File: src/rtl/tga_pkg.sv
package tga_pkg;

    localparam int FIFO_DEPTH = 4;
    localparam int FIFO_PTR_W = 2;

    localparam logic [1:0] KIND_HEADER_OK = 2'd0;
    localparam logic [1:0] KIND_SEGMENT   = 2'd1;
    localparam logic [1:0] KIND_LAST_SEG  = 2'd2;
    localparam logic [1:0] KIND_REJECT    = 2'd3;

    localparam logic [2:0] ERR_NONE      = 3'd0;
    localparam logic [2:0] ERR_TYPE      = 3'd1;
    localparam logic [2:0] ERR_FORMAT    = 3'd2;
    localparam logic [2:0] ERR_SIZE      = 3'd3;
    localparam logic [2:0] ERR_NARROW    = 3'd4;

    localparam logic [7:0] TYPE_RAW      = 8'd2;
    localparam logic [7:0] TYPE_RLE      = 8'd10;
    localparam logic [7:0] DEPTH_24      = 8'd24;
    localparam logic [7:0] DEPTH_32      = 8'd32;
    localparam logic [7:0] ALPHA_OPAQUE  = 8'd255;
    localparam logic [4:0] HDR_LAST_IDX  = 5'd17;

    localparam logic [4:0] HDR_ID_LEN = 5'd0;
    localparam logic [4:0] HDR_CMAP   = 5'd1;
    localparam logic [4:0] HDR_TYPE   = 5'd2;
    localparam logic [4:0] HDR_W_LO   = 5'd12;
    localparam logic [4:0] HDR_W_HI   = 5'd13;
    localparam logic [4:0] HDR_H_LO   = 5'd14;
    localparam logic [4:0] HDR_H_HI   = 5'd15;
    localparam logic [4:0] HDR_DEPTH  = 5'd16;

    // command from the parser to the segment emitter
    typedef struct packed {
        logic        is_hdr;
        logic [1:0]  kind;
        logic [2:0]  err;
        logic [15:0] width;
        logic [15:0] height;
        logic [7:0]  count;
        logic [7:0]  red;
        logic [7:0]  green;
        logic [7:0]  blue;
        logic [7:0]  alpha;
    } cmd_t;

endpackage

File: src/rtl/tga_if.sv
interface tga_byte_if;
    logic       valid;
    logic       ready;
    logic [7:0] file_byte;

    modport source (output valid, output file_byte, input ready);
    modport sink (input valid, input file_byte, output ready);
endinterface

interface tga_result_if;
    logic        valid;
    logic        ready;
    logic [1:0]  kind;
    logic [2:0]  error_code;
    logic [15:0] image_width;
    logic [15:0] image_height;
    logic [15:0] dest_row;
    logic [15:0] start_column;
    logic [7:0]  run_length;
    logic [7:0]  red;
    logic [7:0]  green;
    logic [7:0]  blue;
    logic [7:0]  alpha;
    logic        last;

    modport source (output valid, output kind, output error_code, output image_width,
                    output image_height, output dest_row, output start_column,
                    output run_length, output red, output green, output blue,
                    output alpha, output last, input ready);
    modport sink (input valid, input kind, input error_code, input image_width,
                  input image_height, input dest_row, input start_column,
                  input run_length, input red, input green, input blue,
                  input alpha, input last, output ready);
endinterface

File: src/rtl/tga_rle_image_decoder_unit.sv
// channel      dir  payload                                   handshake
// file_bytes   in   file_byte[7:0]                            valid/ready
// results      out  kind..alpha, last (segment or header)     valid/ready
// cap_wr_*     in   buffer_capacity[23:0]                     write enable only
//
// a byte is taken per cycle while the queue is not full, except in the
// size multiply and check states after the 18th header byte; the emitter
// loads a queued header or pixel word, then gives one result per row
// segment, taking no new word until done; a full 4-entry queue stops input.
// reset clears all control state; no clearing pass.
module tga_rle_image_decoder_unit #(
    parameter int DIM_BITS = 16
) (
    input  logic         clk,
    input  logic         rst_n,
    tga_byte_if.sink     file_bytes,
    tga_result_if.source results,
    input  logic         cap_wr_en,
    input  logic [23:0]  cap_wr_data
);
    import tga_pkg::*;

    logic push, pop, full, empty;
    cmd_t push_data, pop_data;

    tga_front #(.DIM_BITS(DIM_BITS)) u_front (
        .clk         (clk),
        .rst_n       (rst_n),
        .file_bytes  (file_bytes),
        .cap_wr_en   (cap_wr_en),
        .cap_wr_data (cap_wr_data),
        .push        (push),
        .push_data   (push_data),
        .full        (full)
    );

    tga_cmd_fifo u_fifo (
        .clk       (clk),
        .rst_n     (rst_n),
        .push      (push),
        .push_data (push_data),
        .pop       (pop),
        .pop_data  (pop_data),
        .full      (full),
        .empty     (empty)
    );

    tga_back #(.DIM_BITS(DIM_BITS)) u_back (
        .clk      (clk),
        .rst_n    (rst_n),
        .pop_data (pop_data),
        .empty    (empty),
        .pop      (pop),
        .results  (results)
    );
endmodule

File: src/rtl/tga_cmd_fifo.sv
module tga_cmd_fifo (
    input  logic          clk,
    input  logic          rst_n,
    input  logic          push,
    input  tga_pkg::cmd_t push_data,
    input  logic          pop,
    output tga_pkg::cmd_t pop_data,
    output logic          full,
    output logic          empty
);
    import tga_pkg::*;

    cmd_t                  mem_reg [FIFO_DEPTH];
    logic [FIFO_PTR_W-1:0] wr_ptr_reg, wr_ptr_next;
    logic [FIFO_PTR_W-1:0] rd_ptr_reg, rd_ptr_next;
    logic [FIFO_PTR_W:0]   count_reg, count_next;

    assign full     = (count_reg == (FIFO_PTR_W+1)'(FIFO_DEPTH));
    assign empty    = (count_reg == '0);
    assign pop_data = mem_reg[rd_ptr_reg];

    always_comb
    begin
        wr_ptr_next = wr_ptr_reg;
        rd_ptr_next = rd_ptr_reg;
        count_next  = count_reg;
        if (push && !full)
        begin
            wr_ptr_next = wr_ptr_reg + 1'b1;
        end
        if (pop && !empty)
        begin
            rd_ptr_next = rd_ptr_reg + 1'b1;
        end
        if ((push && !full) && !(pop && !empty))
        begin
            count_next = count_reg + 1'b1;
        end
        else if (!(push && !full) && (pop && !empty))
        begin
            count_next = count_reg - 1'b1;
        end
    end

    always_ff @(posedge clk or negedge rst_n)
    begin
        if (!rst_n)
        begin
            wr_ptr_reg <= '0;
            rd_ptr_reg <= '0;
            count_reg  <= '0;
        end
        else
        begin
            wr_ptr_reg <= wr_ptr_next;
            rd_ptr_reg <= rd_ptr_next;
            count_reg  <= count_next;
        end
    end

    always_ff @(posedge clk)
    begin
        if (push && !full)
        begin
            mem_reg[wr_ptr_reg] <= push_data;
        end
    end

    a_count_bound: assert property (@(posedge clk) disable iff (!rst_n)
        count_reg <= (FIFO_PTR_W+1)'(FIFO_DEPTH))
        else $error("queue count beyond depth");
    a_ptr_gap: assert property (@(posedge clk) disable iff (!rst_n)
        (wr_ptr_reg - rd_ptr_reg) == count_reg[FIFO_PTR_W-1:0])
        else $error("queue pointers disagree with count");
    a_no_overflow: assert property (@(posedge clk) disable iff (!rst_n)
        push && full && !pop |=> count_reg == $past(count_reg))
        else $error("queue grew while full");
endmodule

File: src/rtl/tga_front.sv
module tga_front #(
    parameter int DIM_BITS = 16
) (
    input  logic          clk,
    input  logic          rst_n,
    tga_byte_if.sink      file_bytes,
    input  logic          cap_wr_en,
    input  logic [23:0]   cap_wr_data,
    output logic          push,
    output tga_pkg::cmd_t push_data,
    input  logic          full
);
    import tga_pkg::*;

    typedef enum logic [5:0] {
        F_HDR    = 6'b000001,
        F_MUL    = 6'b000010,
        F_JUDGE  = 6'b000100,
        F_SKIP   = 6'b001000,
        F_PACKET = 6'b010000,
        F_PIXEL  = 6'b100000
    } fstate_t;

    localparam logic [16:0] DIM_MAX = (17'd1 << DIM_BITS) - 17'd1;

    fstate_t      st_reg, st_next;
    logic [4:0]   hidx_reg, hidx_next;
    logic [23:0]  cap_reg;
    logic [7:0]   id_len_reg, cmap_reg, type_reg, depth_reg;
    logic [15:0]  w_reg, h_reg;
    logic [31:0]  prod_reg;
    logic [31:0]  left_reg, left_next;
    logic [7:0]   skip_reg, skip_next;
    logic [1:0]   pidx_reg, pidx_next;
    logic [7:0]   c0_reg, c1_reg, c2_reg;
    logic [7:0]   pkt_reg, pkt_next;
    logic         run_reg, run_next;

    logic         acc;
    logic         pb4;
    logic [33:0]  size;
    logic [2:0]   err;
    logic         empty_img;
    fstate_t      pix_start;
    logic [7:0]   b;
    logic         pix_done;
    logic [7:0]   cnt;

    assign b    = file_bytes.file_byte;
    assign acc  = file_bytes.valid && file_bytes.ready;
    assign pb4  = (depth_reg == DEPTH_32);
    assign size = pb4 ? {prod_reg, 2'b00} : ({2'b00, prod_reg} + {1'b0, prod_reg, 1'b0});
    assign empty_img = (w_reg == '0) || (h_reg == '0);
    assign pix_start = empty_img ? F_HDR : ((type_reg == TYPE_RLE) ? F_PACKET : F_PIXEL);
    assign pix_done  = pb4 ? (pidx_reg == 2'd3) : (pidx_reg == 2'd2);
    assign cnt       = (type_reg == TYPE_RLE && run_reg) ? pkt_reg : 8'd1;

    always_comb
    begin
        file_bytes.ready = !full && (st_reg == F_HDR || st_reg == F_SKIP ||
                                     st_reg == F_PACKET || st_reg == F_PIXEL);
    end

    always_comb
    begin
        if (type_reg != TYPE_RAW && type_reg != TYPE_RLE)
        begin
            err = ERR_TYPE;
        end
        else if (cmap_reg != '0 || (depth_reg != DEPTH_32 && depth_reg != DEPTH_24))
        begin
            err = ERR_FORMAT;
        end
        else if ({1'b0, w_reg} > DIM_MAX || {1'b0, h_reg} > DIM_MAX ||
                 size > {10'd0, cap_reg})
        begin
            err = ERR_SIZE;
        end
        else if (w_reg != '0 && w_reg < 16'd4)
        begin
            err = ERR_NARROW;
        end
        else
        begin
            err = ERR_NONE;
        end
    end

    always_comb
    begin
        st_next   = st_reg;
        hidx_next = hidx_reg;
        left_next = left_reg;
        skip_next = skip_reg;
        pidx_next = pidx_reg;
        pkt_next  = pkt_reg;
        run_next  = run_reg;
        push      = 1'b0;
        push_data = '0;
        unique case (st_reg)
            F_HDR:
            begin
                if (acc)
                begin
                    if (hidx_reg == HDR_LAST_IDX)
                    begin
                        hidx_next = '0;
                        st_next   = F_MUL;
                    end
                    else
                    begin
                        hidx_next = hidx_reg + 1'b1;
                    end
                end
            end
            F_MUL:
            begin
                st_next = F_JUDGE;
            end
            F_JUDGE:
            begin
                if (!full)
                begin
                    push             = 1'b1;
                    push_data.is_hdr = 1'b1;
                    push_data.err    = err;
                    if (err != ERR_NONE)
                    begin
                        push_data.kind = KIND_REJECT;
                        st_next        = F_HDR;
                    end
                    else
                    begin
                        push_data.kind = KIND_HEADER_OK;
                        left_next      = prod_reg;
                        pidx_next      = '0;
                        pkt_next       = '0;
                        run_next       = 1'b0;
                        if (id_len_reg != '0)
                        begin
                            skip_next = id_len_reg;
                            st_next   = F_SKIP;
                        end
                        else
                        begin
                            st_next = pix_start;
                        end
                    end
                    if (err == ERR_SIZE || err == ERR_NARROW || err == ERR_NONE)
                    begin
                        push_data.width  = w_reg;
                        push_data.height = h_reg;
                    end
                end
            end
            F_SKIP:
            begin
                if (acc)
                begin
                    skip_next = skip_reg - 1'b1;
                    if (skip_reg <= 8'd1)
                    begin
                        st_next = pix_start;
                    end
                end
            end
            F_PACKET:
            begin
                if (acc)
                begin
                    pkt_next  = {1'b0, b[6:0]} + 8'd1;
                    run_next  = b[7];
                    pidx_next = '0;
                    st_next   = F_PIXEL;
                end
            end
            F_PIXEL:
            begin
                if (acc)
                begin
                    pidx_next = pidx_reg + 1'b1;
                    if (pix_done)
                    begin
                        pidx_next       = '0;
                        push            = 1'b1;
                        push_data.count = cnt;
                        push_data.blue  = c0_reg;
                        push_data.green = c1_reg;
                        push_data.red   = pb4 ? c2_reg : b;
                        push_data.alpha = pb4 ? b : ALPHA_OPAQUE;
                        if (type_reg == TYPE_RLE)
                        begin
                            if (run_reg)
                            begin
                                pkt_next = '0;
                                st_next  = F_PACKET;
                            end
                            else
                            begin
                                pkt_next = pkt_reg - 1'b1;
                                if (pkt_reg <= 8'd1)
                                begin
                                    st_next = F_PACKET;
                                end
                            end
                        end
                        // image ends with this word: back to header parsing
                        if ({24'd0, cnt} >= left_reg)
                        begin
                            left_next = '0;
                            st_next   = F_HDR;
                        end
                        else
                        begin
                            left_next = left_reg - {24'd0, cnt};
                        end
                    end
                end
            end
            default:
            begin
                st_next = F_HDR;
            end
        endcase
    end

    always_ff @(posedge clk or negedge rst_n)
    begin
        if (!rst_n)
        begin
            st_reg   <= F_HDR;
            hidx_reg <= '0;
            cap_reg  <= 24'd20480;
            left_reg <= '0;
            skip_reg <= '0;
            pidx_reg <= '0;
            pkt_reg  <= '0;
            run_reg  <= 1'b0;
        end
        else
        begin
            st_reg   <= st_next;
            hidx_reg <= hidx_next;
            left_reg <= left_next;
            skip_reg <= skip_next;
            pidx_reg <= pidx_next;
            pkt_reg  <= pkt_next;
            run_reg  <= run_next;
            if (cap_wr_en)
            begin
                cap_reg <= cap_wr_data;
            end
        end
    end

    always_ff @(posedge clk)
    begin
        if (st_reg == F_MUL)
        begin
            prod_reg <= w_reg * h_reg;
        end
        if (acc && st_reg == F_HDR)
        begin
            case (hidx_reg)
                HDR_ID_LEN: id_len_reg  <= b;
                HDR_CMAP:   cmap_reg    <= b;
                HDR_TYPE:   type_reg    <= b;
                HDR_W_LO:   w_reg[7:0]  <= b;
                HDR_W_HI:   w_reg[15:8] <= b;
                HDR_H_LO:   h_reg[7:0]  <= b;
                HDR_H_HI:   h_reg[15:8] <= b;
                HDR_DEPTH:  depth_reg   <= b;
                default:    ;
            endcase
        end
        if (acc && st_reg == F_PIXEL)
        begin
            case (pidx_reg)
                2'd0:    c0_reg <= b;
                2'd1:    c1_reg <= b;
                2'd2:    c2_reg <= b;
                default: ;
            endcase
        end
    end
endmodule

File: src/rtl/tga_back.sv
module tga_back #(
    parameter int DIM_BITS = 16
) (
    input  logic          clk,
    input  logic          rst_n,
    input  tga_pkg::cmd_t pop_data,
    input  logic          empty,
    output logic          pop,
    tga_result_if.source  results
);
    import tga_pkg::*;

    cmd_t                cmd_reg;
    logic                busy_reg;
    logic [7:0]          cnt_reg;
    logic [DIM_BITS-1:0] w_reg, row_reg, col_reg;
    logic [15:0]         img_w_reg, img_h_reg;
    logic                ov_reg;

    logic                step;
    logic [DIM_BITS-1:0] room;
    logic                row_end;
    logic                done;
    logic [7:0]          n;

    assign pop     = !busy_reg && !empty;
    assign step    = busy_reg && (!ov_reg || results.ready);
    assign room    = w_reg - col_reg;
    assign row_end = (DIM_BITS'(cnt_reg) >= room);
    assign done    = row_end && (row_reg == '0);
    assign n       = row_end ? room[7:0] : cnt_reg;
    assign results.valid = ov_reg;

    always_ff @(posedge clk or negedge rst_n)
    begin
        if (!rst_n)
        begin
            busy_reg <= 1'b0;
            ov_reg   <= 1'b0;
        end
        else
        begin
            if (pop)
            begin
                busy_reg <= 1'b1;
            end
            else if (step && (cmd_reg.is_hdr || done || !(DIM_BITS'(cnt_reg) > room)))
            begin
                busy_reg <= 1'b0;
            end
            if (step)
            begin
                ov_reg <= 1'b1;
            end
            else if (results.ready)
            begin
                ov_reg <= 1'b0;
            end
        end
    end

    always_ff @(posedge clk)
    begin
        if (pop)
        begin
            cmd_reg <= pop_data;
            cnt_reg <= pop_data.count;
        end
        if (step)
        begin
            results.image_width  <= cmd_reg.is_hdr ? cmd_reg.width : img_w_reg;
            results.image_height <= cmd_reg.is_hdr ? cmd_reg.height : img_h_reg;
            if (cmd_reg.is_hdr)
            begin
                results.kind         <= cmd_reg.kind;
                results.error_code   <= cmd_reg.err;
                results.dest_row     <= '0;
                results.start_column <= '0;
                results.run_length   <= '0;
                results.red          <= '0;
                results.green        <= '0;
                results.blue         <= '0;
                results.alpha        <= '0;
                results.last         <= 1'b1;
                if (cmd_reg.kind == KIND_HEADER_OK)
                begin
                    img_w_reg <= cmd_reg.width;
                    img_h_reg <= cmd_reg.height;
                    w_reg     <= cmd_reg.width[DIM_BITS-1:0];
                    row_reg   <= cmd_reg.height[DIM_BITS-1:0] - 1'b1;
                    col_reg   <= '0;
                end
            end
            else
            begin
                results.kind         <= done ? KIND_LAST_SEG : KIND_SEGMENT;
                results.error_code   <= ERR_NONE;
                results.dest_row     <= 16'(row_reg);
                results.start_column <= 16'(col_reg);
                results.run_length   <= n;
                results.red          <= cmd_reg.red;
                results.green        <= cmd_reg.green;
                results.blue         <= cmd_reg.blue;
                results.alpha        <= cmd_reg.alpha;
                results.last         <= done || !(DIM_BITS'(cnt_reg) > room);
                cnt_reg              <= cnt_reg - n;
                if (row_end)
                begin
                    col_reg <= '0;
                    if (row_reg != '0)
                    begin
                        row_reg <= row_reg - 1'b1;
                    end
                end
                else
                begin
                    col_reg <= col_reg + DIM_BITS'(n);
                end
            end
        end
    end

    a_no_pop_busy: assert property (@(posedge clk) disable iff (!rst_n)
        busy_reg |-> !pop)
        else $error("command taken while one is in progress");
    a_seg_nonzero: assert property (@(posedge clk) disable iff (!rst_n)
        step && !cmd_reg.is_hdr |-> n != 8'd0)
        else $error("empty pixel segment");
    a_hold: assert property (@(posedge clk) disable iff (!rst_n)
        ov_reg && !results.ready |=> ov_reg && $stable(results.run_length))
        else $error("stalled result changed");
endmodule

File: src/flat_wrapper.sv
// flat-port wrapper written by rule: the top's interface ports become plain ports
module tga_rle_image_decoder_unit_flat import tga_pkg::*;
#(
    parameter int DIM_BITS = 16
)
  (clk, rst_n, cap_wr_en, cap_wr_data, file_bytes_valid, file_bytes_file_byte, file_bytes_ready, results_valid, results_kind, results_error_code, results_image_width, results_image_height, results_dest_row, results_start_column, results_run_length, results_red, results_green, results_blue, results_alpha, results_last, results_ready);
  tga_byte_if file_bytes_i ();
  tga_result_if results_i ();
  input  logic clk;
  input  logic rst_n;
  input  logic cap_wr_en;
  input  logic [23:0] cap_wr_data;
  input wire logic [$bits(file_bytes_i.valid)-1:0] file_bytes_valid;
  input wire logic [$bits(file_bytes_i.file_byte)-1:0] file_bytes_file_byte;
  output wire logic [$bits(file_bytes_i.ready)-1:0] file_bytes_ready;
  output wire logic [$bits(results_i.valid)-1:0] results_valid;
  output wire logic [$bits(results_i.kind)-1:0] results_kind;
  output wire logic [$bits(results_i.error_code)-1:0] results_error_code;
  output wire logic [$bits(results_i.image_width)-1:0] results_image_width;
  output wire logic [$bits(results_i.image_height)-1:0] results_image_height;
  output wire logic [$bits(results_i.dest_row)-1:0] results_dest_row;
  output wire logic [$bits(results_i.start_column)-1:0] results_start_column;
  output wire logic [$bits(results_i.run_length)-1:0] results_run_length;
  output wire logic [$bits(results_i.red)-1:0] results_red;
  output wire logic [$bits(results_i.green)-1:0] results_green;
  output wire logic [$bits(results_i.blue)-1:0] results_blue;
  output wire logic [$bits(results_i.alpha)-1:0] results_alpha;
  output wire logic [$bits(results_i.last)-1:0] results_last;
  input wire logic [$bits(results_i.ready)-1:0] results_ready;
  assign file_bytes_i.valid = file_bytes_valid;
  assign file_bytes_i.file_byte = file_bytes_file_byte;
  assign file_bytes_ready = file_bytes_i.ready;
  assign results_valid = results_i.valid;
  assign results_kind = results_i.kind;
  assign results_error_code = results_i.error_code;
  assign results_image_width = results_i.image_width;
  assign results_image_height = results_i.image_height;
  assign results_dest_row = results_i.dest_row;
  assign results_start_column = results_i.start_column;
  assign results_run_length = results_i.run_length;
  assign results_red = results_i.red;
  assign results_green = results_i.green;
  assign results_blue = results_i.blue;
  assign results_alpha = results_i.alpha;
  assign results_last = results_i.last;
  assign results_i.ready = results_ready;
  tga_rle_image_decoder_unit #(.DIM_BITS(DIM_BITS)) u_core (.clk(clk), .rst_n(rst_n), .file_bytes(file_bytes_i), .results(results_i), .cap_wr_en(cap_wr_en), .cap_wr_data(cap_wr_data));
endmodule
File: config.mk
export PLATFORM = sky130hd
export DESIGN_NAME = tga_rle_image_decoder_unit_flat
export DESIGN_NICKNAME = d
export VERILOG_FILES = /design/src/rtl/tga_pkg.sv /design/src/rtl/tga_if.sv /design/src/rtl/tga_rle_image_decoder_unit.sv /design/src/rtl/tga_cmd_fifo.sv /design/src/rtl/tga_front.sv /design/src/rtl/tga_back.sv /design/src/flat_wrapper.sv
export SDC_FILE = /design/constraint.sdc
export NUM_CORES = 2
export LEC_CHECK = 0
export ABC_AREA = 1
export BUFFER_PORTS_ARGS = -buffer_cell sky130_fd_sc_hd__buf_2
export CAP_MARGIN = 20
export CORE_ASPECT_RATIO = 0.5
export CORE_MARGIN = 5
export CORE_UTILIZATION = 45
export CTS_BUF_LIST = sky130_fd_sc_hd__clkbuf_8 sky130_fd_sc_hd__clkbuf_16
export DETAILED_ROUTE_END_ITERATION = 7
export GPL_TIMING_DRIVEN = 0
export PLACE_DENSITY = 0.72
export SLEW_MARGIN = 20
export SYNTH_ARGS = -nofsm -noshare
export SYNTH_HDL_FRONTEND = slang
export SYNTH_SLANG_ARGS = --single-unit
File: constraint.sdc
create_clock -name clk -period 14.1 [get_ports clk]
set_input_delay 2.82 -clock clk [delete_from_list [all_inputs] [get_ports clk]]
set_output_delay 2.82 -clock clk [all_outputs]
set_load 0.02 [all_outputs]
* Word-level counts from Yosys, hierarchy flattened
Memory sizes are Yosys's and may differ from the RTL's. Cells that the tools add are included.
Storage, ports and cells: bits in registers 467, RAM bits 312, input bits 37, output and inout port bits 112, memories 1
Operators by class: $add $sub $neg 16, multipliers 1, magnitude comparators 7, equality and inequality tests 40, muxes and demuxes 90, reductions and logical operators 77
Memory list:
- u_core.u_fifo.mem_reg | words 4, bits a word 78, read ports 1, clocked after memory_dff 0, write ports 1, line tga_cmd_fifo.sv:13 | cmd_t mem_reg [FIFO_DEPTH];
Operator list (number):
- $mux 32 | 6
- $mux 16 | 9
- $mux 8 | 18
- $mux 40 | 3
- $mux 6 | 16
- $mux 38 | 2
- $pmux 32 s2 | 1
- $logic_not 16->1 | 3
- $pmux 6 s6 | 1
- $add 32x33->34 | 1
- $gt 34x24->1 | 1
- $mux 34 | 1
- $ge 8x32->1 | 1
- $mul 16x16->32 | 1
- $reduce_bool 16->1 | 2
- $sub 16x1->16 const B | 2
- $sub 32x8->32 | 1
- $reduce_and 2->1 | 13
- $pmux 8 s3 | 1
- $eq 5x4->1 const B | 4
- $ne 2x2->1 const B | 10
- $mux 3 | 6
- $add 16x8->16 | 1
- $ge 8x16->1 | 1
- other kinds (53) | 126

* Logic depth before layout (Yosys ltp)
word-level depth 13, gate-level depth with buffers 37

* Cells and area by module
From an unflattened synthesis, not the netlist that was laid out.
Unflattened totals: cells, all modules 4823, area total of the unflattened synthesis 45870.2 µm²
Modules (own cells, without submodules):
- tga_front | times used 1, cells each 2826, area each 21817.2 µm², seq. area each 5759.3 µm²
- tga_cmd_fifo | times used 1, cells each 971, area each 12729.7 µm², seq. area each 9544.2 µm²
- tga_back | times used 1, cells each 1026, area each 11323.4 µm², seq. area each 7537.2 µm²

* Worst setup path after synthesis
No wires, ideal clock.
path type input-to-reg, from input port file_bytes_valid, to memory u_core.u_fifo.mem_reg[0][0] (netlist bit), enable pin, arrival time 6.811 ns, slack 6.776 ns, stages 8, buffers on the path 0, cells stage by stage nand2_2 -> nor2_1 -> inv_2 -> nor2_2 -> inv_2 -> a21oi_4 -> inv_1 -> nor2_1
On the way: longest elaborated chain between the ends 6
Ends and longest elaborated chain:
- from (decl) | line flat_wrapper.sv:13 | input wire logic [$bits(file_bytes_i.valid)-1:0] file_bytes_valid;
- $logic_and 1x1->1 | line tga_front.sv:50 | assign acc = file_bytes.valid && file_bytes.ready;
- $mux 1 | line tga_front.sv:179 | if (acc)
- $pmux 1 s2 | line tga_front.sv:100 | unique case (st_reg)
- $logic_and 1x1->1 | line tga_cmd_fifo.sv:63 | if (push && !full)
- $mux 1 | line tga_cmd_fifo.sv:63
- $mux 1 (implied by the code) | line tga_cmd_fifo.sv:65 | mem_reg[wr_ptr_reg] <= push_data;
- to (decl) | line tga_cmd_fifo.sv:13
No other way between the ends.

* Final worst setup path
from register u_core.u_front.w_reg[8], to register u_core.u_front.prod_reg[27], data pin
On the way: longest elaborated chain between the ends 1
Ends and longest elaborated chain:
- from (decl) | line tga_front.sv:30 | logic [15:0] w_reg, h_reg;
- from (signal assigned) | line tga_front.sv:269 | HDR_W_HI: w_reg[15:8] <= b;
- $mul 16x16->32 | line tga_front.sv:260 | prod_reg <= w_reg * h_reg;
- to (signal assigned) | line tga_front.sv:260
- to (decl) | line tga_front.sv:31 | logic [31:0] prod_reg;
No other way between the ends. A chain may end at the register's enable or synchronous reset.

==> impl_metrics.toml <==
[place]
dpl.hpwl_microns = 85600
numPortBuffers = 147
gp_congestion = 0.899
dp_cells = 6053

[logic_synthesis]
netlist_area_sq_um = 44300
ys.flop_type = "edfxtp_1"
netlist_instances = 4556
synth_cell_types = 65
syn_area_per_cell_sq_um = 9.72
synth_seq_area_share = 0.513
syn-num-nets = 5019
async_flop_share = 0.123
synth-edff-count = 671
synth-seq-cells = 774
yosys_warnings = 0

[routing]
first_pass_iters = 6
drc = 0
wl_per_cell_microns = 18.6
vias = 33000
wirelength_microns = 115000
drt-initial-drc-count = 3287
drtAntennaViolNets = 0
vias_per_cell = 5.34

[clock_tree]
cts_buffers = 73
cts.sinks = 774
holdBufCountCts = 0
ctsResizeCount = 0
cts.htree.levels = 3
clk_pin_slew_ns = 0.07
cts_setup_buffers = 0
clockBufferDepth = 3
cts_root_buf = "clkbuf_16"
cts_tree = "built"
clk-insertion-delay-late_ns = 0.66

[grt]
grt_max_degree = 78
grt_pass1_vias = 32500
antenna_found_initial = 0
grt_usage = 0.217
grt_remaining_overflow = 0
grt_pass1_wl_microns = 180000

[pwr]
power_density_nw_per_um2 = 181
p_leak_nw = 21.7
ir_worst_vdd_mv = 0.0993

[sta]
setup_viol = 0
period_minus_slack_ns = 7.39
slew_headroom = 0.290
fin_worst_skew_ns = 0.0445
maxClockFrequency_ghz = 0.135
period_share = 0.524
hold_viol = 0
rsz0062_at_grt = "false"
slew_viol_final = 0
setup-tns-final_ns = 0
worst_slew_pin_slew_ns = 1.07

[critical_path]
path_cells = "clkbuf_1, clkbuf_1, nand2_1, fa_1, inv_1, fa_1, inv_1, fa_1, inv_1, fa_1, inv_1, fa_1, inv_1, fa_1, ha_1, a21oi_1, o21ai_0, a21oi_1, o21ai_1, a21oi_1, o21ai_1, inv_1, o21bai_1, xor2_1"
slowest_stage = "clkbuf_1"
start_kind = "register"
cp_top_family = "adder cells"
slowest_delay_ns = 0.67
critPathRequiredTime_ns = 14.47
startpoint = "u_core.u_front.w_reg[8]"
rr_startpoint = "u_core.u_front.w_reg[8]"
cp_max_fo = 10
arrival_ns = 7.76
worst-path-buf-inv = 8
crit_path_end_kind = "register"
crit_type = "register to register"

[floorplanning]
num_rows = 81
dieArea_sq_um = 105000
die_y_microns = 232
coreArea_sq_um = 97700
start_util = 0.453
ios = 149
die-width_microns = 454

[finish]
largest_reg_flops = 308
area_delta_synth_final_pct = 11.8
drive_above_1_share = 0.0729
layout_commonest_cell = "nand2_1"
antenna_cells = 0
final_cell_mix = "nand2_1, inv_1, edfxtp_1"
fin_nets = 5263
fin_cells = 6185

[worst_hold_path]
min-delay-start = "u_core.u_back.cmd_reg[65]"
hold_class = "register to register"

[job]
maxCapViolations = 0

[outcome]
run_status = "complete, no violations"
## per-stage QoR
| stage | hold slack [ns] | instance area, sq um | setup WS, ns | util | total power, W |
|---|---|---|---|---|---|
| after floorplan | 0.426 | 44300 | 6.78 | - | 0.00587 |
| after global placement | 0.434 | 46700 | 3.58 | 0.478 | 0.00690 |
| after detailed placement | 0.437 | 47200 | 6.89 | 0.483 | 0.00704 |
| after CTS | 0.451 | 49500 | 6.86 | 0.507 | 0.00895 |
| after global routing | 0.465 | 49500 | 6.38 | 0.507 | 0.00953 |
| final | 0.454 | 49500 | 6.71 | 0.507 | 0.00894 |
## cell type report
cell class | count | area, sq um
Clock inverter | 58 | 478
Timing Repair Buffer | 169 | 1140
Buffer | 175 | 687
Inverter | 717 | 2700
Multi-Input combinational cell | 2890 | 18300
Tap cell | 1328 | 1660
Sequential cell | 774 | 22700
Clock buffer | 74 | 1840
Fill cell | 8670 | 48200
## power by group
part	switching [W]	total, W	internal, W
registers	0.000289	0.00347	0.00318
clock network	0.000902	0.00191	0.00101
logic	0.00242	0.00356	0.00114
## synth_stat cells, types with 6 or more instances
library cell,number,area (sq um)
a21oi_1,173,866
a22oi_1,10,75.1
a31oi_1,15,93.8
buf_1,8,30.0
buf_2,12,60.1
clkbuf_1,152,571
dfrtp_1,92,2300
dfxtp_1,8,160
edfxtp_1,671,20100
fa_1,200,4000
ha_1,226,2830
inv_1,700,2630
inv_2,14,52.6
nand2_1,951,3570
nand3_1,101,505
nand4_1,29,181
nor2_1,521,1960
nor2_2,6,37.5
nor3_1,38,190
nor4_1,25,156
o21ai_0,286,1430
o21ai_1,36,180
o21bai_1,9,67.6
o22ai_1,85,532
or2_2,9,56.3
xnor2_1,42,368
xor2_1,63,552
## logic make-up after synthesis
kind of cell | share of synthesized area
compound gates | 0.0807
xor+xnor | 0.0208
fa+ha+maj | 0.154
buf+inv | 0.0763
flops | 0.513
mux | 0.000509
simple gates | 0.155
## metal layers
layer	up-vias	wire, microns	track usage
met5	-	0	0
met1	16100	47800	0.293
met4	0	3270	0.0648
li1	15400	-	-
met2	1287	54700	0.357
met3	213	9480	0.0418
## path summary, 6_finish.rpt
check | slack (ns) | depth (start not counted) | to
worst min-delay path | 0.45 | 0 | u_core.u_back.img_w_reg[9]
worst max-delay path | 6.71 | 24 | u_core.u_front.prod_reg[27]
min in group asynchronous | 2.08 | 1 | u_core.u_front.cap_reg[20]
max in group asynchronous | 11.32 | 2 | u_core.u_front.st_reg[0]
worst max register to register | 6.71 | 24 | u_core.u_front.prod_reg[27]
worst min register to register | 0.45 | 0 | u_core.u_back.img_w_reg[9]
Note: power is estimated with default switching activity, not from simulation.
